--- src/sv/flash_record_append_log_assert.svh ---
// Assertion macros for the flash record append log.
// Included by the modules that check their own logic; no other dependencies.
`ifndef FLASH_RECORD_APPEND_LOG_ASSERT_SVH
`define FLASH_RECORD_APPEND_LOG_ASSERT_SVH
`ifndef SYNTH
// prop must hold at every edge outside reset
`define FRAL_ASSERT(name, clk, rst, prop) \
  name: assert property (@(posedge clk) disable iff (rst) prop) \
    else $error("fral: assertion failed");
// cond must never be true outside reset
`define FRAL_ASSERT_NEVER(name, clk, rst, cond) \
  name: assert property (@(posedge clk) disable iff (rst) !(cond)) \
    else $error("fral: forbidden condition seen");
`else
`define FRAL_ASSERT(name, clk, rst, prop)
`define FRAL_ASSERT_NEVER(name, clk, rst, cond)
`endif
`endif

--- src/sv/fral_pkg.sv ---
// Shared constants, types and controller/datapath interface structs for the
// flash record append log. No dependencies.
package fral_pkg;

  localparam int unsigned STORE_WORDS = 1024;
  localparam int unsigned MAX_RECORD  = 64;
  localparam int unsigned ADDR_W      = $clog2(STORE_WORDS);
  localparam int unsigned PTR_W       = $clog2(STORE_WORDS + 1);
  localparam int unsigned LEN_W       = $clog2(MAX_RECORD + 1);
  localparam int unsigned IDX_W       = ((PTR_W > LEN_W) ? PTR_W : LEN_W) + 1;
  localparam int unsigned CFG_W       = 7;
  localparam int unsigned DATA_W      = 32;
  localparam int unsigned OP_W        = 2;

  typedef logic [ADDR_W-1:0] addr_t;
  typedef logic [PTR_W-1:0]  ptr_t;
  typedef logic [LEN_W-1:0]  len_t;
  typedef logic [IDX_W-1:0]  idx_t;
  typedef logic [CFG_W-1:0]  cfg_t;
  typedef logic [DATA_W-1:0] word_t;

  localparam word_t ERASED_WORD = '1;

  typedef enum logic [OP_W-1:0] {
    OP_MOUNT  = 2'd0,
    OP_APPEND = 2'd1,
    OP_READ   = 2'd2,
    OP_NONE   = 2'd3
  } op_t;

  typedef enum logic [3:0] {
    ST_CLEAR,
    ST_IDLE,
    ST_APPEND,
    ST_ERASE,
    ST_MNT_MID,
    ST_MNT_CHK,
    ST_MNT_PREV,
    ST_MNT_NEXT,
    ST_READ,
    ST_RD_TAIL,
    ST_RESP
  } state_t;

  typedef struct packed {
    logic latch;        // capture beat payload, clear erased flag
    logic wr_begin;     // first word of a record: latch its length
    logic erase_begin;  // pointers to zero, flag the erase
    logic sweep;        // write erased word at sweep counter
    logic append;       // store one record word, advance pointers
    logic mnt_begin;    // open search window over the whole store
    logic mnt_mid;      // read midpoint of the window
    logic mnt_nb;       // read neighbor of the midpoint
    logic mnt_hi;       // window upper bound to midpoint
    logic mnt_lo;       // window lower bound past midpoint
    logic mnt_end;      // pointers from the found boundary
    logic end_sel;      // boundary is midpoint + 1
    logic rd_begin;     // start record readout
    logic rd_issue;     // read next record word
    logic emit;         // single result beat
  } cmd_t;

  typedef struct packed {
    logic wi_zero;
    logic overflow;
    logic sweep_last;
    logic q_erased;
    logic mid_eq_lo;
    logic mid_eq_hi;
    logic mid_lt_n;
    logic mid1_lt_n;
    logic rd_last;
  } stat_t;

endpackage

--- src/sv/fral_ctrl.sv ---
// Controller of the flash record append log: sequences clearing, append,
// erase, mount search and readout. Uses fral_pkg.
`include "flash_record_append_log_assert.svh"

module fral_ctrl (
  input  logic                    clk,
  input  logic                    rst,
  input  logic                    start,
  input  logic [fral_pkg::OP_W-1:0] op,
  input  fral_pkg::stat_t         stat,
  output fral_pkg::cmd_t          cmd,
  output logic                    busy
);

  fral_pkg::state_t state;
  fral_pkg::state_t state_next;
  fral_pkg::op_t    cur_op;
  fral_pkg::op_t    op_in;

  assign op_in = fral_pkg::op_t'(op);
  assign busy  = state != fral_pkg::ST_IDLE;

  always_ff @(posedge clk) begin
    if (rst) begin
      state  <= fral_pkg::ST_CLEAR;
      cur_op <= fral_pkg::OP_NONE;
    end else begin
      state <= state_next;
      if (start && !busy) begin
        cur_op <= op_in;
      end
    end
  end

  // next state
  always_comb begin
    state_next = state;
    unique case (state)
      fral_pkg::ST_CLEAR: begin
        if (stat.sweep_last) begin
          state_next = fral_pkg::ST_IDLE;
        end
      end
      fral_pkg::ST_IDLE: begin
        if (start) begin
          unique case (op_in)
            fral_pkg::OP_MOUNT:  state_next = fral_pkg::ST_MNT_MID;
            fral_pkg::OP_APPEND: state_next = (stat.wi_zero && stat.overflow) ?
                                              fral_pkg::ST_ERASE : fral_pkg::ST_APPEND;
            fral_pkg::OP_READ:   state_next = fral_pkg::ST_READ;
            default:             state_next = fral_pkg::ST_RESP;
          endcase
        end
      end
      fral_pkg::ST_APPEND: state_next = fral_pkg::ST_IDLE;
      fral_pkg::ST_ERASE: begin
        if (stat.sweep_last) begin
          state_next = (cur_op == fral_pkg::OP_APPEND) ? fral_pkg::ST_APPEND
                                                       : fral_pkg::ST_IDLE;
        end
      end
      fral_pkg::ST_MNT_MID: state_next = fral_pkg::ST_MNT_CHK;
      fral_pkg::ST_MNT_CHK: begin
        if (stat.q_erased) begin
          state_next = stat.mid_eq_lo ? fral_pkg::ST_ERASE : fral_pkg::ST_MNT_PREV;
        end else begin
          state_next = stat.mid_eq_hi ? fral_pkg::ST_IDLE : fral_pkg::ST_MNT_NEXT;
        end
      end
      fral_pkg::ST_MNT_PREV: begin
        if (stat.q_erased) begin
          state_next = fral_pkg::ST_MNT_MID;
        end else begin
          state_next = stat.mid_lt_n ? fral_pkg::ST_ERASE : fral_pkg::ST_IDLE;
        end
      end
      fral_pkg::ST_MNT_NEXT: begin
        if (stat.q_erased) begin
          state_next = stat.mid1_lt_n ? fral_pkg::ST_ERASE : fral_pkg::ST_IDLE;
        end else begin
          state_next = fral_pkg::ST_MNT_MID;
        end
      end
      fral_pkg::ST_READ: begin
        if (stat.rd_last) begin
          state_next = fral_pkg::ST_RD_TAIL;
        end
      end
      // last word still in the read pipeline: hold off the next item
      fral_pkg::ST_RD_TAIL: state_next = fral_pkg::ST_IDLE;
      fral_pkg::ST_RESP: state_next = fral_pkg::ST_IDLE;
      default: state_next = fral_pkg::ST_IDLE;
    endcase
  end

  // commands
  always_comb begin
    cmd = '0;
    unique case (state)
      fral_pkg::ST_CLEAR: cmd.sweep = 1'b1;
      fral_pkg::ST_IDLE: begin
        if (start) begin
          cmd.latch = 1'b1;
          unique case (op_in)
            fral_pkg::OP_MOUNT:  cmd.mnt_begin = 1'b1;
            fral_pkg::OP_APPEND: begin
              cmd.wr_begin    = stat.wi_zero;
              cmd.erase_begin = stat.wi_zero && stat.overflow;
            end
            fral_pkg::OP_READ:   cmd.rd_begin = 1'b1;
            default:             cmd.latch = 1'b1;
          endcase
        end
      end
      fral_pkg::ST_APPEND: begin
        cmd.append = 1'b1;
        cmd.emit   = 1'b1;
      end
      fral_pkg::ST_ERASE: begin
        cmd.sweep = 1'b1;
        cmd.emit  = stat.sweep_last && (cur_op != fral_pkg::OP_APPEND);
      end
      fral_pkg::ST_MNT_MID: cmd.mnt_mid = 1'b1;
      fral_pkg::ST_MNT_CHK: begin
        if (stat.q_erased) begin
          cmd.erase_begin = stat.mid_eq_lo;
          cmd.mnt_nb      = !stat.mid_eq_lo;
        end else begin
          // last entry holds data: the store is full
          cmd.mnt_end = stat.mid_eq_hi;
          cmd.end_sel = 1'b1;
          cmd.emit    = stat.mid_eq_hi;
          cmd.mnt_nb  = !stat.mid_eq_hi;
        end
      end
      fral_pkg::ST_MNT_PREV: begin
        if (stat.q_erased) begin
          cmd.mnt_hi = 1'b1;
        end else begin
          cmd.erase_begin = stat.mid_lt_n;
          cmd.mnt_end     = !stat.mid_lt_n;
          cmd.emit        = !stat.mid_lt_n;
        end
      end
      fral_pkg::ST_MNT_NEXT: begin
        if (stat.q_erased) begin
          cmd.erase_begin = stat.mid1_lt_n;
          cmd.mnt_end     = !stat.mid1_lt_n;
          cmd.end_sel     = 1'b1;
          cmd.emit        = !stat.mid1_lt_n;
        end else begin
          cmd.mnt_lo = 1'b1;
        end
      end
      fral_pkg::ST_READ: cmd.rd_issue = 1'b1;
      fral_pkg::ST_RESP: cmd.emit = 1'b1;
      default: cmd = '0;
    endcase
  end

  `FRAL_ASSERT(a_accept_goes_busy, clk, rst, (start && !busy) |=> busy)
  `FRAL_ASSERT_NEVER(a_one_writer, clk, rst, cmd.sweep && cmd.append)
  `FRAL_ASSERT(a_tail_to_idle, clk, rst, (state == fral_pkg::ST_RD_TAIL) |=> !busy)

endmodule

--- config.mk ---
export PLATFORM = sky130hd
export DESIGN_NAME = fral_ctrl
export DESIGN_NICKNAME = d
export VERILOG_FILES = /design/src/sv/fral_pkg.sv /design/src/sv/fral_ctrl.sv
export VERILOG_INCLUDE_DIRS = /design/src /design/src/sv
export SDC_FILE = /design/constraint.sdc
export NUM_CORES = 1
export LEC_CHECK = 0
export BUFFER_PORTS_ARGS = -buffer_cell sky130_fd_sc_hd__buf_4
export CAP_MARGIN = 0
export CELL_PAD_IN_SITES_DETAIL_PLACEMENT = 1
export CELL_PAD_IN_SITES_GLOBAL_PLACEMENT = 2
export CORE_UTILIZATION = 22
export CTS_CLUSTER_DIAMETER = 80
export DETAILED_ROUTE_END_ITERATION = 10
export MAX_ROUTING_LAYER = met4
export PLACE_DENSITY_LB_ADDON = 0.1
export SKIP_LAST_GASP = 1
export SLEW_MARGIN = 30
export SYNTH_ARGS = -nofsm -noshare
export SYNTH_HDL_FRONTEND = slang
export SYNTH_SLANG_ARGS = --single-unit
--- constraint.sdc ---
create_clock -name clk -period 1.5 [get_ports clk]
set_input_delay 0.3 -clock clk [delete_from_list [all_inputs] [get_ports clk]]
set_output_delay 0.3 -clock clk [all_outputs]
set_load 0.02 [all_outputs]
## After elaboration in Yosys (flattened, before gate mapping)

Cells that the tools add are included.

| word-level totals | value |
|---|---|
| bits in registers | 6 |
| input port bits | 14 |
| output and inout port bits | 16 |
| word-level logic and storage cells | 79 |

| cells by class | value |
|---|---|
| equality and inequality tests | 18 |
| mux-type cells | 46 |
| reduce and logical (&&, ||, !) cells | 13 |

Operators by type and width:

| kind | count |
|---|---|
| $pmux W4 S8 | 1 |
| $mux W1 | 23 |
| $mux W3 | 6 |
| $eq A4 B3 Y1 const B | 4 |
| $mux W4 | 4 |
| $mux W2 | 7 |
| $pmux W4 S3 | 1 |
| $eq A4 B2 Y1 const B | 2 |
| $eq A4 B4 Y1 const B | 2 |
| $ne A2 B2 Y1 const B | 4 |
| $logic_not A1 Y1 | 5 |
| $pmux W1 S5 | 1 |
| $eq A2 B1 Y1 const B | 2 |
| $eq A4 B1 Y1 const B | 1 |
| $logic_not A4 Y1 | 1 |
| $ne A4 B1 Y1 const B | 1 |
| $pmux W1 S4 | 1 |
| $reduce_and A4 Y1 | 1 |
| $reduce_or A2 Y1 | 2 |
| $logic_and A1 B1 Y1 | 3 |
| $pmux W1 S3 | 1 |
| $eq A2 B2 Y1 const B | 1 |
| $logic_not A2 Y1 | 1 |
| $ne A2 B1 Y1 const B | 1 |
| $pmux W1 S2 | 1 |

## Logic depth before layout (Yosys ltp)

Gate-level depths: netlist of run 1.

| depth | value |
|---|---|
| depth after elaboration | 5 |
| gate-level depth with buffers | 6 |
| depth with buffers taken out | 4 |

## Least setup slack after synthesis of run 1

Ideal clock, no wire load.

| path | value |
|---|---|
| path type | flip-flop to output port |
| from | register state[1] |
| to | output cmd[2] (netlist name) |
| data arrival time | 1.503 ns |
| required time | 1.200 ns |
| setup slack | -0.303 ns |
| cell stages (with the launch flop) | 5 |
| path buffers | 1 |
| path through | dfxtp_1 -> buf_2 -> nor4b_2 -> nand2_2 -> nor3b_1 |

RTL lines:

| what | line | source |
|---|---|---|
| start: declaration | fral_ctrl.sv:15 | `fral_pkg::state_t state;` |
| start signal: assignment | fral_ctrl.sv:25 | `state <= fral_pkg::ST_CLEAR;` |
| start signal: assignment | fral_ctrl.sv:28 | `state <= state_next;` |
| end: declaration | fral_ctrl.sv:11 | `output fral_pkg::cmd_t cmd,` |

==> results of run 1 <==
cells in the final DEF, fill, tap and decap left out, types with 2 or more instances in the layout:
cell / count
buf_4: 48
buf_6: 22
nand2b_1: 6
nor2_1: 6
a21oi_1: 4
nor3_4: 3
nor2b_1: 3
o21ai_0: 3
nand2_1: 3
o21ai_1: 3
clkbuf_4: 3
dfxtp_4: 3
inv_2: 2
nand2b_4: 2
nand3b_1: 2
mux2i_1: 2
inv_1: 2
o21ai_2: 2
nor2_4: 2
and3b_1: 2
nor3_2: 2
nand3_1: 2
dfxtp_1: 2
worst max path at each step:
stage / start / endpoint / slack (ns) / cells past startpoint
floorplan: state[0]$_SDFFE_PP0P_ / cmd[0] / -0.15 / 4
global placement: state[3]$_SDFFE_PP0P_ / cmd[12] / -0.23 / 6
detailed placement: state[3]$_SDFFE_PP0P_ / cmd[12] / -0.22 / 6
CTS: state[1]$_SDFFE_PP0P_ / cmd[0] / -0.42 / 5
global route: state[0]$_SDFFE_PP0P_ / cmd[0] / -0.49 / 5
finish: state[0]$_SDFFE_PP0P_ / cmd[0] / -0.45 / 5
through the flow:
| stage | setup TNS [ns] | std cells | hold slack (ns) |
|---|---|---|---|
| floorplan | -0.287 | 97 | 0.369 |
| global placement | -0.871 | 193 | 0.495 |
| detailed placement | -1.06 | 193 | 0.504 |
| CTS | -4.90 | 214 | 0.225 |
| global route | -5.28 | 209 | 0.230 |
| finish | -4.19 | 209 | 0.233 |
registers in the layout, indices dropped and copies added, names as in the netlist:
signal	flops
cur_op	2
state	4
logic make-up (layout without fill, tap and decap cells):
family	count (synthesis)	count (layout)	share of synthesized area, %
and+or+nand+nor	52	52	46.2
muxes	2	2	2.84
AOI/OAI and AO/OA	27	27	27.0
buffers and inverters	10	78	6.93
DFF	6	6	17.1
routing by layer:
metal	GRT usage (%)	vias up	part of all wire (%)
met5	-	-	0
met1	25.9	495	44
met3	0.659	5	2.0
met4	9.18	0	1.5
met2	39.2	18	52
li1	-	499	-
what timing repair did:
item | in CTS | in global routing
pin swaps | 11 | 4
buffers inserted | 19 | 3
resized for setup | 47 | 19
endpoints found under the setup margin | 19 | 21
hold endpoints to repair | 0 | 0
cloned | 0 | 0
report_power, final:
group          total [mW]  internal, mW  switching, mW
registers           0.174         0.164         0.0101
clock network       0.164        0.0914         0.0721
logic               0.305         0.166          0.139
total               0.643         0.421          0.222
area by class of cell:
cell class | count | area (um^2)
clock buffer | 3 | 22.5
fill | 375 | 1440
sequential | 6 | 133
inverter | 4 | 15.0
timing repair buffer | 71 | 623
multi-input combinational | 81 | 761
tap | 44 | 55.1
==> results.toml, run 1 <==
[logic_synthesis]
ys.warnings.count = 0
synth_area_um2 = 704
synth_nets = 111
synth.top_cells.by_count = "nand2b_1, nor2_1, dfxtp_1"
synthFlopType = "dfxtp_1"
synth_edf_count = 0
synthArstFlopShare_pct = 0
yosysTopAreaCellShare_pct = 17.1
synth_area_leader_cell = "dfxtp_1"
synth.avg_cell_area_um2 = 7.26
ys_ff_latch = 6
synth_cell_types = 45
ys_seq_area_share_pct = 17.1
ys_top_cells_by_area = "dfxtp_1, nand2b_1, nor2_1"
syn_inst = 97

[power]
ir_worst_vdd_uv = 325
power_density_nw_per_um2 = 400
leakage_nw = 0.669
power.total_mw = 0.643

[setup_path]
regToRegSetupSlack_ns = -0.08
worst_ep_required_time_ns = 1.20
crit_chain = "or2b_4, or4_4, o221ai_4, a21o_1, buf_6"
slowest_stage = "or4_4"
reg2regPathDepth = 6
cp_top_family = "simple AND/OR/NAND/NOR gates"
path_max_fanout = 5
worstPathArrival_ns = 1.65
critPathLaunchType = "flop"
r2r-start = "state[2]$_SDFFE_PP0P_"
critPathMaxStageDelay_ns = 0.44
critPathBufInv = 1
r2r_end = "state[3]$_SDFFE_PP0P_"
critPathKind = "reg2out"
worstSetupEndpointType = "output pin"

[timing]
min_period_ns = 1.95
rsz0062_at_grt = "yes"
finClkSkew_ns = 0.00407
setup_viol = 20
hold_violations = 0
post-route-period-util_pct = 130
worst_pin_slew_ns = 0.358
setup_ws_ns = -0.448
max_freq_ghz = 0.513
drv_slew = 0
relSlewSlack_pct = 75.4

[finish]
final_area_um2 = 1610
diodes = 0
drive_above_1_share_pct = 67.9
nets = 181
area_delta_synth_final_pct = 128
utilization_pct = 52.7

[die]
core.rowCount = 20
die_w_um = 58.6
die_h_um = 58.6
fp.coreArea_um2 = 3050
initial_core_util_pct = 23.1
fp.dieArea_um2 = 3430
pin_count = 30

[clock_tree]
clk_pin_slew_ns = 0.05
insertion_delay_ns = 0.26
cts_num_sinks = 6
cts.htree.levels = 1
cts_root_buf = "clkbuf_4"
cts_hold_buf = 0
cts_tree = "built"
clk_path_buf_depth = 2
numCtsBuffers = 3

[run]
drv_cap = 0

[global_routing]
grt_max_degree = 11
antenna_found_initial = 0
grt_pass1_wl_um = 5370
overflow = 0
track_usage_pct = 22.0
grt_pass1_vias = 1104

[detailed_routing]
routed_wl_um = 3300
drc = 0
firstDrtPassIters = 4
via_count = 1017
viasPerCell = 4.87
wl_per_cell_um = 15.8
dr.first_iter.drc_count = 41
antenna_left = 0

[run_status]
violations = "setup timing"
outcome = "complete, but fails checks"

[placement]
port_buffers = 29
dpl_cell_area_um2 = 1210
dp_hpwl_um = 2230
dp_slack_ns = -0.220
gp_congestion = 0.806

[worst_hold_path]
whs_endpoint = "state[3]$_SDFFE_PP0P_"
holdCritStartpoint = "rst"
hold_depth = 2
hold_class = "in2reg"
(Power assumes the default switching activity.)
==> run 2, diff against run 1 <==
--- a/config.mk
+++ b/config.mk
@@ -6,11 +6,12 @@
 export SDC_FILE = /design/constraint.sdc
 export NUM_CORES = 1
 export LEC_CHECK = 0
+export ABC_AREA = 1
 export BUFFER_PORTS_ARGS = -buffer_cell sky130_fd_sc_hd__buf_4
 export CAP_MARGIN = 0
 export CELL_PAD_IN_SITES_DETAIL_PLACEMENT = 1
 export CELL_PAD_IN_SITES_GLOBAL_PLACEMENT = 2
-export CORE_UTILIZATION = 22
+export CORE_UTILIZATION = 18
 export CTS_CLUSTER_DIAMETER = 80
 export DETAILED_ROUTE_END_ITERATION = 10
 export MAX_ROUTING_LAYER = met4
==> run 2 against run 1 <==
Against the previous run:
- core utilization fell by 11 points
- sequential power rose by 60%
- fmax grew 18%
- the run still ends with setup timing left
- synthesized cell count up 22%
- largest power group unchanged
- via count decreased by 6.2%
- clock skew barely moved
- sequential cell count unchanged
- sequential share of layout area increased by 2.1 points
- clock power decreased by 12%
==> results.toml, run 2 <==
[global_routing]
overflow = 0
grt_pass1_wl_um = 4160
grt_pass1_vias = 958
grt_max_degree = 7
track_usage_pct = 16.1
antenna_found_initial = 0

[finish]
diodes = 0
top_regs = "state x4, cur_op x2"
area_delta_synth_final_pct = 112
nets = 194
final_cell_mix = "buf_4, nand2_1, nor2_1"
largest_reg_flops = 4
n_fill_cell = 421
regMostFlops = "state"
drive_above_1_share_pct = 56.2
final_common_cell = "buf_4"
final_area_um2 = 1300

[detailed_routing]
dr.first_iter.drc_count = 22
viasPerCell = 4.30
firstDrtPassIters = 4
routed_wl_um = 2760
antenna_left = 0
drc = 0
wl_per_cell_um = 12.4
via_count = 954

[setup_path]
critPathKind = "reg2out"
r2r_end = "state[2]$_SDFFE_PP0P_"
worstPathArrival_ns = 1.35
path_max_fanout = 3
reg2regPathDepth = 10
crit_chain = "inv_4, nand2_4, nor2_4, nand2_1, or2_1, nand4_1, buf_4"
slowest_stage = "dfxtp_4"
r2r-start = "state[0]$_SDFFE_PP0P_"
regToRegSetupSlack_ns = 0.11
critPathMaxStageDelay_ns = 0.36
critPathLaunchType = "flop"
crit_start = "state[3]$_SDFFE_PP0P_"
critPathBufInv = 2
worstSetupEndpointType = "output pin"
worst_ep_required_time_ns = 1.20
cp_top_family = "simple AND/OR/NAND/NOR gates"

[logic_synthesis]
synthArstFlopShare_pct = 0
ys.warnings.count = 0
yosysTopAreaCellShare_pct = 19.5
synth.top_cells.by_count = "nand2_1, nor2_1, inv_1"
ys_ff_latch = 6
synth_area_um2 = 616
synth_nets = 132
synth.avg_cell_area_um2 = 5.22
ys_top_cells_by_area = "dfxtp_1, nand2_1, nor2_1"
ys_seq_area_share_pct = 19.5
syn_inst = 118
synth_area_leader_cell = "dfxtp_1"
synthMostInstantiatedCell = "nand2_1"
synth_edf_count = 0
synth_cell_types = 17
synthFlopType = "dfxtp_1"

[clock_tree]
clk_pin_slew_ns = 0.04
numCtsBuffers = 3
cts_tree = "built"
insertion_delay_ns = 0.24
cts_num_sinks = 6
clk_path_buf_depth = 2
cts_root_buf = "clkbuf_4"
cts_hold_buf = 0
cts.htree.levels = 1

[timing]
worst_pin_slew_ns = 0.200
relSlewSlack_pct = 86.5
hold_violations = 0
setup_viol = 12
rsz0062_at_grt = "yes"
max_freq_ghz = 0.606
drv_slew = 0
setup_ws_ns = -0.150
finClkSkew_ns = 0.00410
finalSetupTns_ns = -1.06
min_period_ns = 1.65
whs_ns = 0.234
post-route-period-util_pct = 110

[die]
die_h_um = 60.5
fp.dieArea_um2 = 3660
die_w_um = 60.5
core.rowCount = 20
fp.coreArea_um2 = 3150
pin_count = 30
initial_core_util_pct = 19.5

[power]
ir_worst_vdd_uv = 529
leakage_nw = 0.688
power_density_nw_per_um2 = 1180

[placement]
dpl_cell_area_um2 = 1050
port_buffers = 29
gp_congestion = 0.809
dp_hpwl_um = 2220

[run_status]
outcome = "complete, but fails checks"
violations = "setup timing"

[worst_hold_path]
hold_class = "in2reg"
hold_depth = 2
holdCritStartpoint = "rst"
whs_endpoint = "state[1]$_SDFFE_PP0P_"

[run]
drv_cap = 0
[run 2: changes by cell type in the layout (fill, tap and decap cells not counted), moves of 5 or more]
cell | previous run | this run
nand2_1 | 3 | 21
buf_6 | 22 | 10
inv_1 | 2 | 14
nor2_1 | 6 | 16
nand2_2 | 1 | 7
nand2b_1 | 6 | 0
nor2_4 | 2 | 8
inv_2 | 2 | 7
nand3_1 | 2 | 7
nand4_1 | 0 | 5
[run 2: power breakdown]
part | total (mW) | switching (mW) | leakage (nW) | internal (mW)
clock network | 0.145 | 0.0549 | 0.0138 | 0.0903
logic | 1.12 | 0.597 | 0.622 | 0.521
registers | 0.279 | 0.0648 | 0.0520 | 0.214
[run 2: how the worst max path moves through the flow]
stage	end	depth (start not counted)	slack (ns)
6_report	cmd[0]	7	-0.15
4_1_cts	cmd[0]	7	-0.18
5_1_grt	cmd[0]	8	-0.23
3_3_place_gp	cmd[12]	6	-0.004
3_5_place_dp	cmd[0]	7	-0.03
2_1_floorplan	cmd[2]	7	-0.05
[run 2: logic make-up after synthesis]
group / share of synthesized area (%)
and+or+nand+nor: 54.1
buffers and inverters: 14.6
AOI/OAI and AO/OA: 11.8
DFF: 19.5
[run 2: metrics by stage]
stage                     setup WS, ns  util (%)  power (mW)  instances
after global placement        -0.00376      33.2        1.10        211
after global routing            -0.228      41.3        1.68        222
after detailed placement       -0.0336      33.2        1.10        211
after CTS                       -0.178      39.0        1.46        219
after floorplan                -0.0524         -       0.684        118
final                           -0.150      41.3        1.54        222
[run 2: layout make-up]
type | count | area (um^2) | area share, %
Timing Repair Buffer | 57 | 465 | 35.7
Multi-Input combinational cell | 88 | 528 | 40.5
Tap cell | 44 | 55.1 | 4.22
Sequential cell | 6 | 135 | 10.4
Clock buffer | 3 | 22.5 | 1.73
Inverter | 24 | 97.6 | 7.49
[run 2: timing repair]
item                                    in CTS  in global routing
resized for setup                           43                 17
endpoints found under the setup margin      16                 19
pin swaps                                    5                  8
cloned                                       0                  0
buffers inserted                             5                  3
[run 2: per-layer routing]
layer,GRT usage [%],routed length (um),vias up,part of all wire (%)
li1,-,-,494,-
met1,18.9,1220,446,44
met2,29.0,1490,14,54
met3,3.20,52,0,1.9
met4,1.95,0,0,0
met5,-,0,-,0
==> run 3, diff against run 2 <==
==> constraint.sdc (replaced) <==
create_clock -name clk -period 1.5 [get_ports clk]
set_input_delay 0.3 -clock clk [delete_from_list [all_inputs] [get_ports clk]]
set_output_delay 0.3 -clock clk [all_outputs]
set_load 0.01 [all_outputs]
==> run 3 against run 2 <==
Against the previous run:
- the run still ends with setup timing left
- sequential share of layout area decreased by 0.50 points
- clock-buffer cell count unchanged
- non-clock buffer count rose by 1
- total power rose by 4.9%
- clock skew increased by 0.0021 ns
- critical endpoint unchanged
- largest power group unchanged
==> results.toml, run 3 (synthesis gave the netlist of run 2 again) <==
[die]
fp.coreArea_um2 = 3150
pin_count = 30
die_w_um = 60.5
die_h_um = 60.5
core.rowCount = 20
fp.dieArea_um2 = 3660
initial_core_util_pct = 19.5

[global_routing]
grt_max_degree = 7
antenna_found_initial = 0
overflow = 0
grt_pass1_wl_um = 4220
grt_pass1_vias = 985
track_usage_pct = 16.1

[finish]
top_regs = "state x4, cur_op x2"
regMostFlops = "state"
area_delta_synth_final_pct = 123
drive_above_1_share_pct = 59.2
n_fill_cell = 429
largest_reg_flops = 4
nets = 195
utilization_pct = 43.5
final_cell_mix = "buf_4, nand2_1, inv_1, nor2_1, buf_6"
diodes = 0
final_common_cell = "buf_4"

[power]
leakage_nw = 0.728
power_density_nw_per_um2 = 1180
ir_worst_vdd_uv = 589
power.total_mw = 1.62

[run]
drv_cap = 0

[timing]
rsz0062_at_grt = "yes"
finalSetupTns_ns = -0.801
relSlewSlack_pct = 86.2
whs_ns = 0.236
hold_violations = 0
drv_slew = 0
max_freq_ghz = 0.614
setup_ws_ns = -0.128
setup_viol = 13
post-route-period-util_pct = 109
worst_pin_slew_ns = 0.207
min_period_ns = 1.63
finClkSkew_ns = 0.00623

[setup_path]
regToRegSetupSlack_ns = 0
worst_ep_required_time_ns = 1.20
r2r-start = "state[2]$_SDFFE_PP0P_"
slowest_stage = "dfxtp_4"
reg2regPathDepth = 11
critPathMaxStageDelay_ns = 0.36
r2r_end = "state[1]$_SDFFE_PP0P_"
crit_chain = "inv_4, nand2_4, nor2_4, nand2_2, or2_1, nand4_1, buf_4"
critPathBufInv = 2
critPathLaunchType = "flop"
path_max_fanout = 3
cp_top_family = "simple AND/OR/NAND/NOR gates"
critPathKind = "reg2out"
crit_cells = 7
worstPathArrival_ns = 1.33
worstSetupEndpointType = "output pin"

[detailed_routing]
drc = 0
dr.first_iter.drc_count = 17
routed_wl_um = 2620
firstDrtPassIters = 4
wl_per_cell_um = 11.7
via_count = 957
viasPerCell = 4.29
antenna_left = 0

[run_status]
outcome = "complete, but fails checks"
violations = "setup timing"

[clock_tree]
cts_tree = "built"
clk_pin_slew_ns = 0.05
cts_num_sinks = 6
cts_root_buf = "clkbuf_4"
cts.htree.levels = 1
numCtsBuffers = 3
clk_path_buf_depth = 2
insertion_delay_ns = 0.24
cts_hold_buf = 0

[worst_hold_path]
hold_class = "in2reg"
hold_depth = 2
holdCritStartpoint = "rst"
whs_endpoint = "state[3]$_SDFFE_PP0P_"

[placement]
dp_slack_ns = -0.0739
gp_congestion = 0.817
port_buffers = 29
dp_hpwl_um = 2080
[run 3: changes by cell type in the layout (fill, tap and decap cells not counted), sizes merged]
cell,delta
buf,+1
[run 3: worst max path at each step]
stage,slack (ns),endpoint,start
after floorplan,0.05,cmd[2],state[2]$_SDFFE_PP0P_
after global placement,-0.07,cmd[12],state[1]$_SDFFE_PP0P_
after detailed placement,-0.07,cmd[0],state[0]$_SDFFE_PP0P_
after CTS,-0.15,cmd[0],state[3]$_SDFFE_PP0P_
after global routing,-0.21,cmd[0],state[3]$_SDFFE_PP0P_
final,-0.13,cmd[0],state[3]$_SDFFE_PP0P_
[run 3: per-layer routing]
metal	global-route usage [%]	up-vias	part of all wire, %
li1	-	495	-
met1	17.4	449	41
met2	30.5	13	57
met3	3.20	0	2.6
met4	2.92	0	0
met5	-	-	0
[run 3: layout make-up]
class | instances | area (um^2) | share of cell area (%)
clock buffer | 3 | 22.5 | 1.64
inverter | 24 | 103 | 7.49
multi-input combinational | 88 | 571 | 41.6
timing repair buffer | 58 | 484 | 35.3
tap | 44 | 55.1 | 4.02
sequential | 6 | 135 | 9.86
[run 3: per-stage QoR]
stage	instances	instance area [um^2]
after floorplan	118	616
after global placement	211	1040
after detailed placement	211	1040
after CTS	219	1200
after global routing	223	1370
final	223	1370
[run 3: report_power, final]
| part | total [mW] | switching [mW] | internal, mW |
|---|---|---|---|
| Sequential | 0.279 | 0.0642 | 0.214 |
| Combinational | 1.19 | 0.602 | 0.591 |
| Clock | 0.146 | 0.0555 | 0.0903 |
| Total | 1.62 | 0.722 | 0.896 |
[run 3: timing repair]
action,CTS,global route
setup endpoints to repair,17,20
gates resized for setup,33,44
pin swaps,7,17
setup buffers,5,5
